## src/rtl/mmtt_pkg.sv

```systemverilog
// ----------------------------------------------------------------------------
// mmtt_pkg: shared types and codes for the Modbus master transaction tracker
// Beat layouts, event and status codes, function codes and tracker phases.
// ----------------------------------------------------------------------------
`timescale 1ns / 1ps
`default_nettype none

package mmtt_pkg;

	// item kinds
	localparam logic [1:0] MODE_ISSUE     = 2'd0;
	localparam logic [1:0] MODE_RESPONSE  = 2'd1;
	localparam logic [1:0] MODE_EXCEPTION = 2'd2;
	localparam logic [1:0] MODE_TICK      = 2'd3;

	// result events
	localparam logic [2:0] EV_NONE    = 3'd0;
	localparam logic [2:0] EV_SENT    = 3'd1;
	localparam logic [2:0] EV_OK      = 3'd2;
	localparam logic [2:0] EV_FAIL    = 3'd3;
	localparam logic [2:0] EV_REFUSED = 3'd4;

	// result status
	localparam logic [2:0] ST_OK       = 3'd0;
	localparam logic [2:0] ST_BUSY     = 3'd1;
	localparam logic [2:0] ST_PROTOCOL = 3'd2;
	localparam logic [2:0] ST_TIMEOUT  = 3'd3;
	localparam logic [2:0] ST_MODBUS   = 3'd4;
	localparam logic [2:0] ST_INVALID  = 3'd5;
	localparam logic [2:0] ST_NO_TRANS = 3'd6;

	// Modbus function codes and markers
	localparam logic [7:0]  FN_READ_INPUT   = 8'h04;
	localparam logic [7:0]  FN_WRITE_ONE    = 8'h06;
	localparam logic [7:0]  FN_WRITE_MANY   = 8'h10;
	localparam logic [15:0] REJECT_MARK     = 16'hFFFF;
	localparam logic [7:0]  MAX_WRITE_BYTES = 8'd246;
	localparam logic [7:0]  MIN_WRITE_RESP  = 8'd4;

	localparam logic [31:0] TIMEOUT_RESET = 32'd4000;

	typedef enum logic [2:0] {
		PH_IDLE  = 3'b001,
		PH_READ  = 3'b010,
		PH_WRITE = 3'b100
	} phase_t;

	typedef struct packed {
		logic [1:0]  mode;
		logic [7:0]  function_select;
		logic [15:0] target_address;
		logic [7:0]  payload_length;
		logic [15:0] payload_value;
		logic [7:0]  expected_length;
		logic [7:0]  response_length;
		logic [15:0] response_address;
		logic [15:0] echo_value;
	} in_item_t;

	typedef struct packed {
		logic [2:0]  event_res;
		logic [2:0]  status;
		logic [7:0]  send_function;
		logic [15:0] send_address;
		logic [6:0]  send_count;
		logic [7:0]  send_bytes;
		logic        busy_res;
		logic        write_pending;
	} out_item_t;

endpackage

`default_nettype wire

```

## src/rtl/modbus_master_transaction_tracker.sv

```systemverilog
// ----------------------------------------------------------------------------
// modbus_master_transaction_tracker: one-at-a-time Modbus master tracker
// Checks commands, builds the request to send, and closes the transaction
// on a response, an exception or a timeout.
// ----------------------------------------------------------------------------
// Each input beat is a command, a response summary, an exception or a time
// tick, and yields exactly one result beat. An accepted beat is held in an
// input register; it is decided combinationally, against the pending
// transaction, as it moves into the result register, and the block sustains
// one beat per clock whenever the result side takes one beat per clock. The
// input register is refilled in the same cycle that it drains; while a result
// waits on the output the held beat stays put and in_ready drops, so at most
// two beats are held inside until the result side takes one. The timeout
// register is written through cfg_wr_en / cfg_wr_data and resets to 4000
// ticks; write it only while no transaction beat is in flight. The elapsed
// tick count saturates, so the all-ones timeout never expires.
// ----------------------------------------------------------------------------
`timescale 1ns / 1ps
`default_nettype none

module modbus_master_transaction_tracker (
	input  wire logic               clk,
	input  wire logic               arst_n,
	input  wire logic               in_valid,
	output      logic               in_ready,
	input  wire mmtt_pkg::in_item_t in_data,
	output      logic               out_valid,
	input  wire logic               out_ready,
	output      mmtt_pkg::out_item_t out_data,
	input  wire logic               cfg_wr_en,
	input  wire logic [31:0]        cfg_wr_data
);

	// input register stage
	mmtt_pkg::in_item_t  item_s1;
	logic                valid_s1;
	// result register stage
	mmtt_pkg::out_item_t res_s2;
	logic                valid_s2;

	// timeout setting and pending transaction state
	logic [31:0]      timeout_q;
	mmtt_pkg::phase_t phase_q, phase_d;
	logic [7:0]       pend_fn_q, pend_fn_d;
	logic [15:0]      pend_addr_q, pend_addr_d;
	logic [7:0]       pend_elen_q, pend_elen_d;
	logic [15:0]      pend_wval_q, pend_wval_d;
	logic [31:0]      elapsed_q, elapsed_d;

	mmtt_pkg::out_item_t res_d;
	logic                advance;
	logic [31:0]         elapsed_inc;
	logic [7:0]          padded;

	// move the held beat on whenever the result register is free or draining
	assign advance   = valid_s1 && (!valid_s2 || out_ready);
	assign in_ready  = !valid_s1 || advance;
	assign out_valid = valid_s2;
	assign out_data  = res_s2;

	// saturating tick count, and the padded byte count of a multiple write
	assign elapsed_inc = (elapsed_q == '1) ? elapsed_q : elapsed_q + 32'd1;
	assign padded      = item_s1.payload_length + {7'd0, item_s1.payload_length[0]};

	// decide the held beat against the pending transaction
	always_comb begin
		res_d       = '0;
		phase_d     = phase_q;
		pend_fn_d   = pend_fn_q;
		pend_addr_d = pend_addr_q;
		pend_elen_d = pend_elen_q;
		pend_wval_d = pend_wval_q;
		elapsed_d   = elapsed_q;

		res_d.event_res = mmtt_pkg::EV_NONE;
		res_d.status    = mmtt_pkg::ST_OK;

		case (item_s1.mode)
			mmtt_pkg::MODE_ISSUE: begin
				if (phase_q != mmtt_pkg::PH_IDLE) begin
					res_d.event_res = mmtt_pkg::EV_REFUSED;
					res_d.status    = mmtt_pkg::ST_BUSY;
				end else if (item_s1.function_select == mmtt_pkg::FN_READ_INPUT) begin
					res_d.event_res     = mmtt_pkg::EV_SENT;
					res_d.send_function = item_s1.function_select;
					res_d.send_address  = item_s1.target_address;
					res_d.send_count    = item_s1.expected_length[7:1];
					res_d.send_bytes    = 8'd0;
					phase_d     = mmtt_pkg::PH_READ;
					pend_fn_d   = item_s1.function_select;
					pend_addr_d = item_s1.target_address;
					pend_elen_d = item_s1.expected_length;
					pend_wval_d = 16'd0;
					elapsed_d   = 32'd0;
				end else if (item_s1.function_select == mmtt_pkg::FN_WRITE_ONE) begin
					if (item_s1.payload_length == 8'd1 || item_s1.payload_length == 8'd2) begin
						res_d.event_res     = mmtt_pkg::EV_SENT;
						res_d.send_function = item_s1.function_select;
						res_d.send_address  = item_s1.target_address;
						res_d.send_count    = 7'd1;
						res_d.send_bytes    = 8'd2;
						phase_d     = mmtt_pkg::PH_WRITE;
						pend_fn_d   = item_s1.function_select;
						pend_addr_d = item_s1.target_address;
						pend_elen_d = 8'd0;
						// pad a lone byte with a leading zero
						pend_wval_d = (item_s1.payload_length == 8'd1) ?
							{8'd0, item_s1.payload_value[7:0]} : item_s1.payload_value;
						elapsed_d   = 32'd0;
					end else begin
						res_d.event_res = mmtt_pkg::EV_REFUSED;
						res_d.status    = mmtt_pkg::ST_PROTOCOL;
					end
				end else if (item_s1.function_select == mmtt_pkg::FN_WRITE_MANY) begin
					if (item_s1.payload_length <= mmtt_pkg::MAX_WRITE_BYTES) begin
						res_d.event_res     = mmtt_pkg::EV_SENT;
						res_d.send_function = item_s1.function_select;
						res_d.send_address  = item_s1.target_address;
						res_d.send_count    = padded[7:1];
						res_d.send_bytes    = padded;
						phase_d     = mmtt_pkg::PH_WRITE;
						pend_fn_d   = item_s1.function_select;
						pend_addr_d = item_s1.target_address;
						pend_elen_d = 8'd0;
						pend_wval_d = 16'd0;
						elapsed_d   = 32'd0;
					end else begin
						res_d.event_res = mmtt_pkg::EV_REFUSED;
						res_d.status    = mmtt_pkg::ST_PROTOCOL;
					end
				end else begin
					res_d.event_res = mmtt_pkg::EV_REFUSED;
					res_d.status    = mmtt_pkg::ST_PROTOCOL;
				end
			end
			mmtt_pkg::MODE_RESPONSE: begin
				res_d.event_res = mmtt_pkg::EV_FAIL;
				if (phase_q == mmtt_pkg::PH_IDLE) begin
					res_d.status = mmtt_pkg::ST_NO_TRANS;
				end else begin
					if (item_s1.response_length == 8'd0) begin
						res_d.status = mmtt_pkg::ST_PROTOCOL;
					end else if (phase_q == mmtt_pkg::PH_READ) begin
						if (item_s1.response_length != pend_elen_q) begin
							res_d.status = mmtt_pkg::ST_PROTOCOL;
						end else begin
							res_d.event_res = mmtt_pkg::EV_OK;
						end
					end else if (item_s1.response_length < mmtt_pkg::MIN_WRITE_RESP ||
							item_s1.response_address != pend_addr_q) begin
						res_d.status = mmtt_pkg::ST_PROTOCOL;
					end else if (pend_fn_q == mmtt_pkg::FN_WRITE_ONE &&
							item_s1.echo_value == mmtt_pkg::REJECT_MARK) begin
						res_d.status = mmtt_pkg::ST_MODBUS;
					end else if (pend_fn_q == mmtt_pkg::FN_WRITE_ONE &&
							item_s1.echo_value != pend_wval_q) begin
						res_d.status = mmtt_pkg::ST_INVALID;
					end else begin
						res_d.event_res = mmtt_pkg::EV_OK;
					end
					phase_d = mmtt_pkg::PH_IDLE;
				end
			end
			mmtt_pkg::MODE_EXCEPTION: begin
				res_d.event_res = mmtt_pkg::EV_FAIL;
				if (phase_q == mmtt_pkg::PH_IDLE) begin
					res_d.status = mmtt_pkg::ST_NO_TRANS;
				end else begin
					res_d.status = mmtt_pkg::ST_MODBUS;
					phase_d      = mmtt_pkg::PH_IDLE;
				end
			end
			mmtt_pkg::MODE_TICK: begin
				// advance the clock only while a transaction is pending
				if (phase_q != mmtt_pkg::PH_IDLE) begin
					elapsed_d = elapsed_inc;
					if (elapsed_inc > timeout_q) begin
						res_d.event_res = mmtt_pkg::EV_FAIL;
						res_d.status    = mmtt_pkg::ST_TIMEOUT;
						phase_d         = mmtt_pkg::PH_IDLE;
					end
				end
			end
			default: begin
				res_d.event_res = mmtt_pkg::EV_NONE;
			end
		endcase

		res_d.busy_res      = (phase_d != mmtt_pkg::PH_IDLE);
		res_d.write_pending = (phase_d == mmtt_pkg::PH_WRITE);
	end

	// control and transaction state
	always_ff @(posedge clk or negedge arst_n) begin
		if (!arst_n) begin
			valid_s1    <= 1'b0;
			valid_s2    <= 1'b0;
			timeout_q   <= mmtt_pkg::TIMEOUT_RESET;
			phase_q     <= mmtt_pkg::PH_IDLE;
			pend_fn_q   <= 8'd0;
			pend_addr_q <= 16'd0;
			pend_elen_q <= 8'd0;
			pend_wval_q <= 16'd0;
			elapsed_q   <= 32'd0;
		end else begin
			if (in_ready) begin
				valid_s1 <= in_valid;
			end
			if (advance) begin
				valid_s2    <= 1'b1;
				phase_q     <= phase_d;
				pend_fn_q   <= pend_fn_d;
				pend_addr_q <= pend_addr_d;
				pend_elen_q <= pend_elen_d;
				pend_wval_q <= pend_wval_d;
				elapsed_q   <= elapsed_d;
			end else if (out_ready) begin
				valid_s2 <= 1'b0;
			end
			if (cfg_wr_en) begin
				timeout_q <= cfg_wr_data;
			end
		end
	end

	// payload registers: hold the beat and the result
	always_ff @(posedge clk) begin
		if (in_valid && in_ready) begin
			item_s1 <= in_data;
		end
		if (advance) begin
			res_s2 <= res_d;
		end
	end

	// busy flag in a fresh result tracks the phase that was committed with it
	a_busy_matches_phase: assert property (@(posedge clk) disable iff (!arst_n)
		advance |=> (res_s2.busy_res == (phase_q != mmtt_pkg::PH_IDLE)))
		else $error("result busy flag disagrees with tracker phase");

	// a sent request always leaves a transaction pending
	a_sent_is_busy: assert property (@(posedge clk) disable iff (!arst_n)
		(valid_s2 && res_s2.event_res == mmtt_pkg::EV_SENT) |-> res_s2.busy_res)
		else $error("request sent without a pending transaction");

	// request fields stay zero unless a request is sent
	a_send_fields_zero: assert property (@(posedge clk) disable iff (!arst_n)
		(valid_s2 && res_s2.event_res != mmtt_pkg::EV_SENT) |->
		(res_s2.send_function == 8'd0 && res_s2.send_address == 16'd0 &&
		 res_s2.send_count == 7'd0 && res_s2.send_bytes == 8'd0))
		else $error("request fields set on a non-send result");

	// a refused command leaves the pending transaction untouched
	a_refuse_keeps_state: assert property (@(posedge clk) disable iff (!arst_n)
		(advance && res_d.event_res == mmtt_pkg::EV_REFUSED) |=>
		(phase_q == $past(phase_q) && pend_addr_q == $past(pend_addr_q) &&
		 elapsed_q == $past(elapsed_q)))
		else $error("refused command changed the pending transaction");

endmodule

`default_nettype wire

```

## config.mk

```make
export PLATFORM = sky130hd
export DESIGN_NAME = modbus_master_transaction_tracker
export DESIGN_NICKNAME = d
export VERILOG_FILES = /design/src/rtl/mmtt_pkg.sv /design/src/rtl/modbus_master_transaction_tracker.sv
export SDC_FILE = /design/constraint.sdc
export NUM_CORES = 1
export LEC_CHECK = 0
export ABC_AREA = 1
export BUFFER_PORTS_ARGS = -buffer_cell sky130_fd_sc_hd__clkbuf_2
export CAP_MARGIN = 0
export CORE_MARGIN = 2
export CORE_UTILIZATION = 53
export DETAILED_ROUTE_END_ITERATION = 8
export GPL_ROUTABILITY_DRIVEN = 1
export PLACE_DENSITY = 0.82
export SYNTH_ARGS = -nofsm -noshare
export SYNTH_HDL_FRONTEND = slang
export SYNTH_SLANG_ARGS = --single-unit
```

## constraint.sdc

```tcl
create_clock -name clk -period 6.6 [get_ports clk]
set_clock_uncertainty 0.05 [all_clocks]
set_input_delay 1.32 -clock clk [delete_from_list [all_inputs] [get_ports clk]]
set_output_delay 1.32 -clock clk [all_outputs]
set_load 0.03 [all_outputs]
```

* Word level (Yosys, flattened, before mapping)
Cells that the tools add are included.
Cells by class: $add $sub $neg 2, order comparisons 3, eq/ne operators 25, muxes and demuxes 72, bitwise operators 2, reductions and logical operators 21
Operators by type and width (number):
- $mux W32 | 8
- $mux W16 | 11
- $mux W39 | 4
- $mux W8 | 10
- $pmux W32 S2 | 1
- $mux W3 | 20
- $mux W45 | 1
- $add A32 B1 Y32 const B | 1
- $eq A32 B32 Y1 const B | 1
- $gt A32 B32 Y1 | 1
- $ne A16 B16 Y1 | 2
- $eq A8 B3 Y1 const B | 3
- $pmux W6 S4 | 1
- $mux W6 | 3
- $eq A16 B16 Y1 const B | 1
- $ne A4 B4 Y1 const B | 3
- $mux W5 | 2
- $pmux W3 S3 | 1
- $add A8 B1 Y8 | 1
- $eq A8 B1 Y1 const B | 1
- $eq A8 B2 Y1 const B | 1
- $eq A8 B5 Y1 const B | 1
- $le A8 B8 Y1 const B | 1
- $logic_not A8 Y1 | 1
- other kinds (23) | 45
Storage, ports and cells: register bits 262, input bits 135, output and inout port bits 49, word-level logic and storage cells 151

* Logic depth before layout (Yosys ltp)
depth after elaboration 9, depth in mapped cells 26, gate-level depth less buffers 26

* Worst setup path after synthesis
Ideal clock, no wire load.
path type in2reg, start input out_ready, end register item_s1[0] (netlist name) (enable), setup time 451 ps, arrival 3659 ps, required time 6099 ps, path slack 2440 ps, cell stages on the path 4, path buffers 0, path through inv_1 nand3_1 nand2_1 inv_1
Between the ends: longest elaborated chain between the ends 4
RTL lines:
- from (decl) | line modbus_master_transaction_tracker.sv:28 | input wire logic out_ready,
- $logic_or A1 B1 Y1 | line modbus_master_transaction_tracker.sv:56 | assign advance = valid_s1 && (!valid_s2 || out_ready);
- $logic_and A1 B1 Y1 | line modbus_master_transaction_tracker.sv:56
- $logic_or A1 B1 Y1 | line modbus_master_transaction_tracker.sv:57 | assign in_ready = !valid_s1 || advance;
- via in_ready | line modbus_master_transaction_tracker.sv:25 | output logic in_ready,
- $logic_and A1 B1 Y1 | line modbus_master_transaction_tracker.sv:228 | if (in_valid && in_ready) begin
- to (signal assigned) | line modbus_master_transaction_tracker.sv:229 | item_s1 <= in_data;
- to (decl) | line modbus_master_transaction_tracker.sv:35 | mmtt_pkg::in_item_t item_s1;
The timed path passes the listed nets, and every way through them passes these cells. A chain may end at the register's enable or synchronous reset.

==> key figures <==
Yosys
  – Unique masters post-synth: 48
  – Fraction of registers with async set/reset: between 40 and 50%
  – Yosys warns: 0
  – Syn Std Cell Area: 0.0121 sq mm
  – Synthesis-stage register bit count: ~260
  – Sequential share of the synthesized area: 60.2%
  – Synth top area cells: edfxtp_1 (36%), dfrtp_1 (23%), nand2_1 (9.2%)
  – Synth Flop Type: edfxtp_1
  – Cells after Synth: 1216
  – Post-synth top area cell: edfxtp_1
  – Syn Area/Cell: ~9.9 sq um
  – Top cell type's share of synthesized area: 35.9%
  – EDFF count, synth: 144

Clock tree
  – Num CTS Buffers: 27
  – CTS tree: yes
  – CTS resizes: 0
  – Sink Count: approximately 260
  – Root buffer cell: clkbuf_16
  – Cts hold-fix bufs: 0
  – CTS Buffer Depth: 3
  – H-tree depth: 1
  – Post-CTS setup buffers: 0
  – Clock latency on the worst-skew pair: approximately 0.55 ns
  – Worst-path clk slew: 0.06 ns

Final layout
  – Final nets: ~1600
  – Number of antenna diodes: 0
  – Area Growth Syn to Fin: 16.1%
  – Utilization after layout: 62.2%
  – Layout cell share with drive strength beyond 1: 18.1%

Global route
  – Global-route wire length before repair: 43500 um
  – Initial antenna violation count: 0
  – Global Route Usage Sum: between 20% and 30%
  – Total congestion overflow: 0
  – Vias in the first global route: between 8000 and 9000
  – Largest net degree at the start of global routing: 69

Placement
  – GP Congestion: roughly 0.94
  – Number of port buffers: around 180
  – Pre-CTS setup slack: roughly 2.5 ns
  – DP HPWL: ~20000 um

Routing
  – DR WL/cell: 15.7 um
  – Vias per cell: roughly 5.2
  – Drt drc: 0
  – Via count: slightly below 9000
  – Post-Route WL: about 27000 um
  – DR iter-0 viols: 538
  – Drt pass-1 iters: 5
  – Post-DRT Antenna Nets: 0

Setup path
  – CP top delay family: simple AND/OR/NAND/NOR gates
  – Critical-path cell list: ha_1 -> nand2_1 -> nor2_1 -> nand2_1 -> nor2_1 -> nand2_1 -> o21ai_0 -> inv_1 -> ha_1 -> nand2_1 -> nand2_1 -> nand2_1 -> nand2_1 -> nand2_1 -> nand2_1 -> nand2_1 -> nand2_1 -> nand2_1 -> nand2_1 -> nand2_1 -> nand2_1 -> nand2_1 -> o21ai_0 -> nand3_1
  – Critical path class: flop to flop
  – Number of buffers and inverters on the critical path: 1
  – R2r setup slk: roughly 2.4 ns
  – Crit-path max FO: 33
  – Worst setup SP type: flop
  – Slowest CP cell: nand2_1
  – WP data arrival: ~4.4 ns
  – Most used cell, CP: nand2_1
  – CP endpoint kind: flop
  – Max stage delay on crit path: approximately 0.70 ns
  – Req. time, crit path: 6.83 ns

Floorplanning
  – Die span in y: between 150 and 200 um
  – I/O pins: roughly 180
  – Die area: approximately 0.024 sq mm
  – Starting density of the core: between 50% and 60%
  – Core area: ~0.023 sq mm
  – DIE WIDTH: around 150 um
  – FP Rows: 55

Power and ir drop
  – Leak Pwr: 6.56 nW
  – Worst IR Drop VDD: between 0.0002 and 0.00025 V
  – P per Cell Area: 275 mW/mm^2

Timing
  – Final hold vios: 0
  – Unrepaired setup endpoints after global routing: no
  – Max-slew headroom: between 20% and 30%
  – Worst Tran Pin Value: 1.18 ns
  – Setup violations, final: 0
  – Min Tclk post-route: 4.17 ns
  – Final Max Tran Viols: 0
  – Post-route clock period utilization: 63.1%
  – Final WS setup: about 2.4 ns
  – Setup TNS: 0 ns
  – Fmax: 240 MHz

Job
  – Maxcap violations: 0

Worst hold path
  – Worst hold-check path type: flop to flop

Outcome
  – Status: complete, no violations
final timing paths:
path,to,cells after the start,start
worst min-delay path,pend_wval_q[13],2,item_s1[61]
max in group asynchronous,pend_addr_q[12],2,arst_n
worst min register to register,pend_wval_q[13],2,item_s1[61]
worst max-delay path,out_data[1],24,elapsed_q[0]
worst max register to register,out_data[1],24,elapsed_q[0]
min in group asynchronous,timeout_q[17],1,arst_n
synthesized netlist by cell type (16+ instances only):
library cell and n:
o21ai_1 16, dfrtp_1 110, edfxtp_1 144, nand3_1 28
nand4_1 23, nand2_1 294, xnor2_1 28, a21oi_1 64
nor2_1 150, nor3_1 22, xor2_1 35, inv_1 124
o21ai_0 45, ha_1 40
cells by family after synthesis:
group	Yosys count	synth area share (%)
AND/OR/NAND/NOR	545	19.0
flip-flops	261	60.2
buffers and inverters	163	5.67
AO/OA/AOI/OAI	142	6.26
XOR/XNOR	63	4.58
adder cells (fa/ha/maj)	40	4.15
other	1	0.0311
multiplexers	1	0.0934
flip-flops by register name, indices dropped and copies added, names as in the netlist:
name	cells
out_valid	1
timeout_q	32
pend_addr_q	16
pend_elen_q	8
item_s1	98
valid_s1	1
pend_fn_q	8
elapsed_q	32
pend_wval_q	16
phase_q	3
out_data	46
through the flow:
step | total power, mW | std cells | hold WS, ns | area, sq um
4_1_cts | 3.87 | 1710 | 0.440 | 14000
6_report | 3.84 | 1710 | 0.439 | 14000
3_3_place_gp | 2.44 | 1660 | 0.416 | 13200
5_1_grt | 4.00 | 1710 | 0.463 | 14000
3_5_place_dp | 2.46 | 1660 | 0.426 | 13200
2_1_floorplan | 2.28 | 1221 | 0.405 | 12100
cell usage in the layout (no fill, tap or decap), types with 3 or more instances in the layout:
| cell type | n |
|---|---|
| nand2_1 | 294 |
| clkbuf_2 | 181 |
| nor2_1 | 150 |
| edfxtp_1 | 144 |
| inv_1 | 122 |
| dfrtp_1 | 110 |
| a21oi_1 | 64 |
| o21ai_0 | 45 |
| ha_1 | 40 |
| xor2_1 | 35 |
| xnor2_1 | 28 |
| nand3_1 | 28 |
| clkbuf_16 | 27 |
| nand4_1 | 23 |
| nor3_1 | 22 |
| o21ai_1 | 16 |
| inv_2 | 9 |
| clkbuf_1 | 9 |
| clkinv_2 | 7 |
| dfstp_2 | 7 |
| nor4_1 | 6 |
| o22ai_1 | 6 |
| conb_1 | 6 |
| nor2_2 | 3 |
| clkinv_1 | 3 |
| or2_2 | 3 |
| nor3b_1 | 3 |
| buf_4 | 3 |
worst register-to-register path: stages, from the launching register on:
cell and delay (ns):
dfrtp_1 0.42, ha_1 0.22, nand2_1 0.08, nor2_1 0.19, nand2_1 0.15, nor2_1 0.19
nand2_1 0.70, o21ai_0 0.44, inv_1 0.10, ha_1 0.30, nand2_1 0.06, nand2_1 0.05
nand2_1 0.04, nand2_1 0.05, nand2_1 0.04, nand2_1 0.05, nand2_1 0.04, nand2_1 0.08
nand2_1 0.05, nand2_1 0.13, nand2_1 0.09, nand2_1 0.06, nand2_1 0.06, o21ai_0 0.11
nand3_1 0.11
per-layer routing:
| metal | GRT usage (%) | up-vias | share of wire (%) |
|---|---|---|---|
| li1 | - | 4370 | - |
| met1 | 28.7 | 4193 | 41 |
| met2 | 38.8 | 309 | 48 |
| met3 | 4.43 | 75 | 6.8 |
| met4 | 9.74 | 0 | 4.1 |
| met5 | 0 | - | 0 |
cell type report:
| class | count | area (sq um) |
|---|---|---|
| multi-input cells | 797 | 4130 |
| repair buffers | 184 | 928 |
| clock inverters | 12 | 78.8 |
| flip-flops and latches | 261 | 7260 |
| well taps | 285 | 357 |
| fillers | 1811 | 8510 |
| inverters | 133 | 502 |
| clock buffers | 38 | 737 |
power breakdown:
group / internal [mW] / total (mW) / switching (mW)
Clock: 0.783 / 1.41 / 0.630
Combinational: 0.152 / 0.487 / 0.335
Sequential: 1.88 / 1.94 / 0.0679
Power figures use the tool's default switching activity.
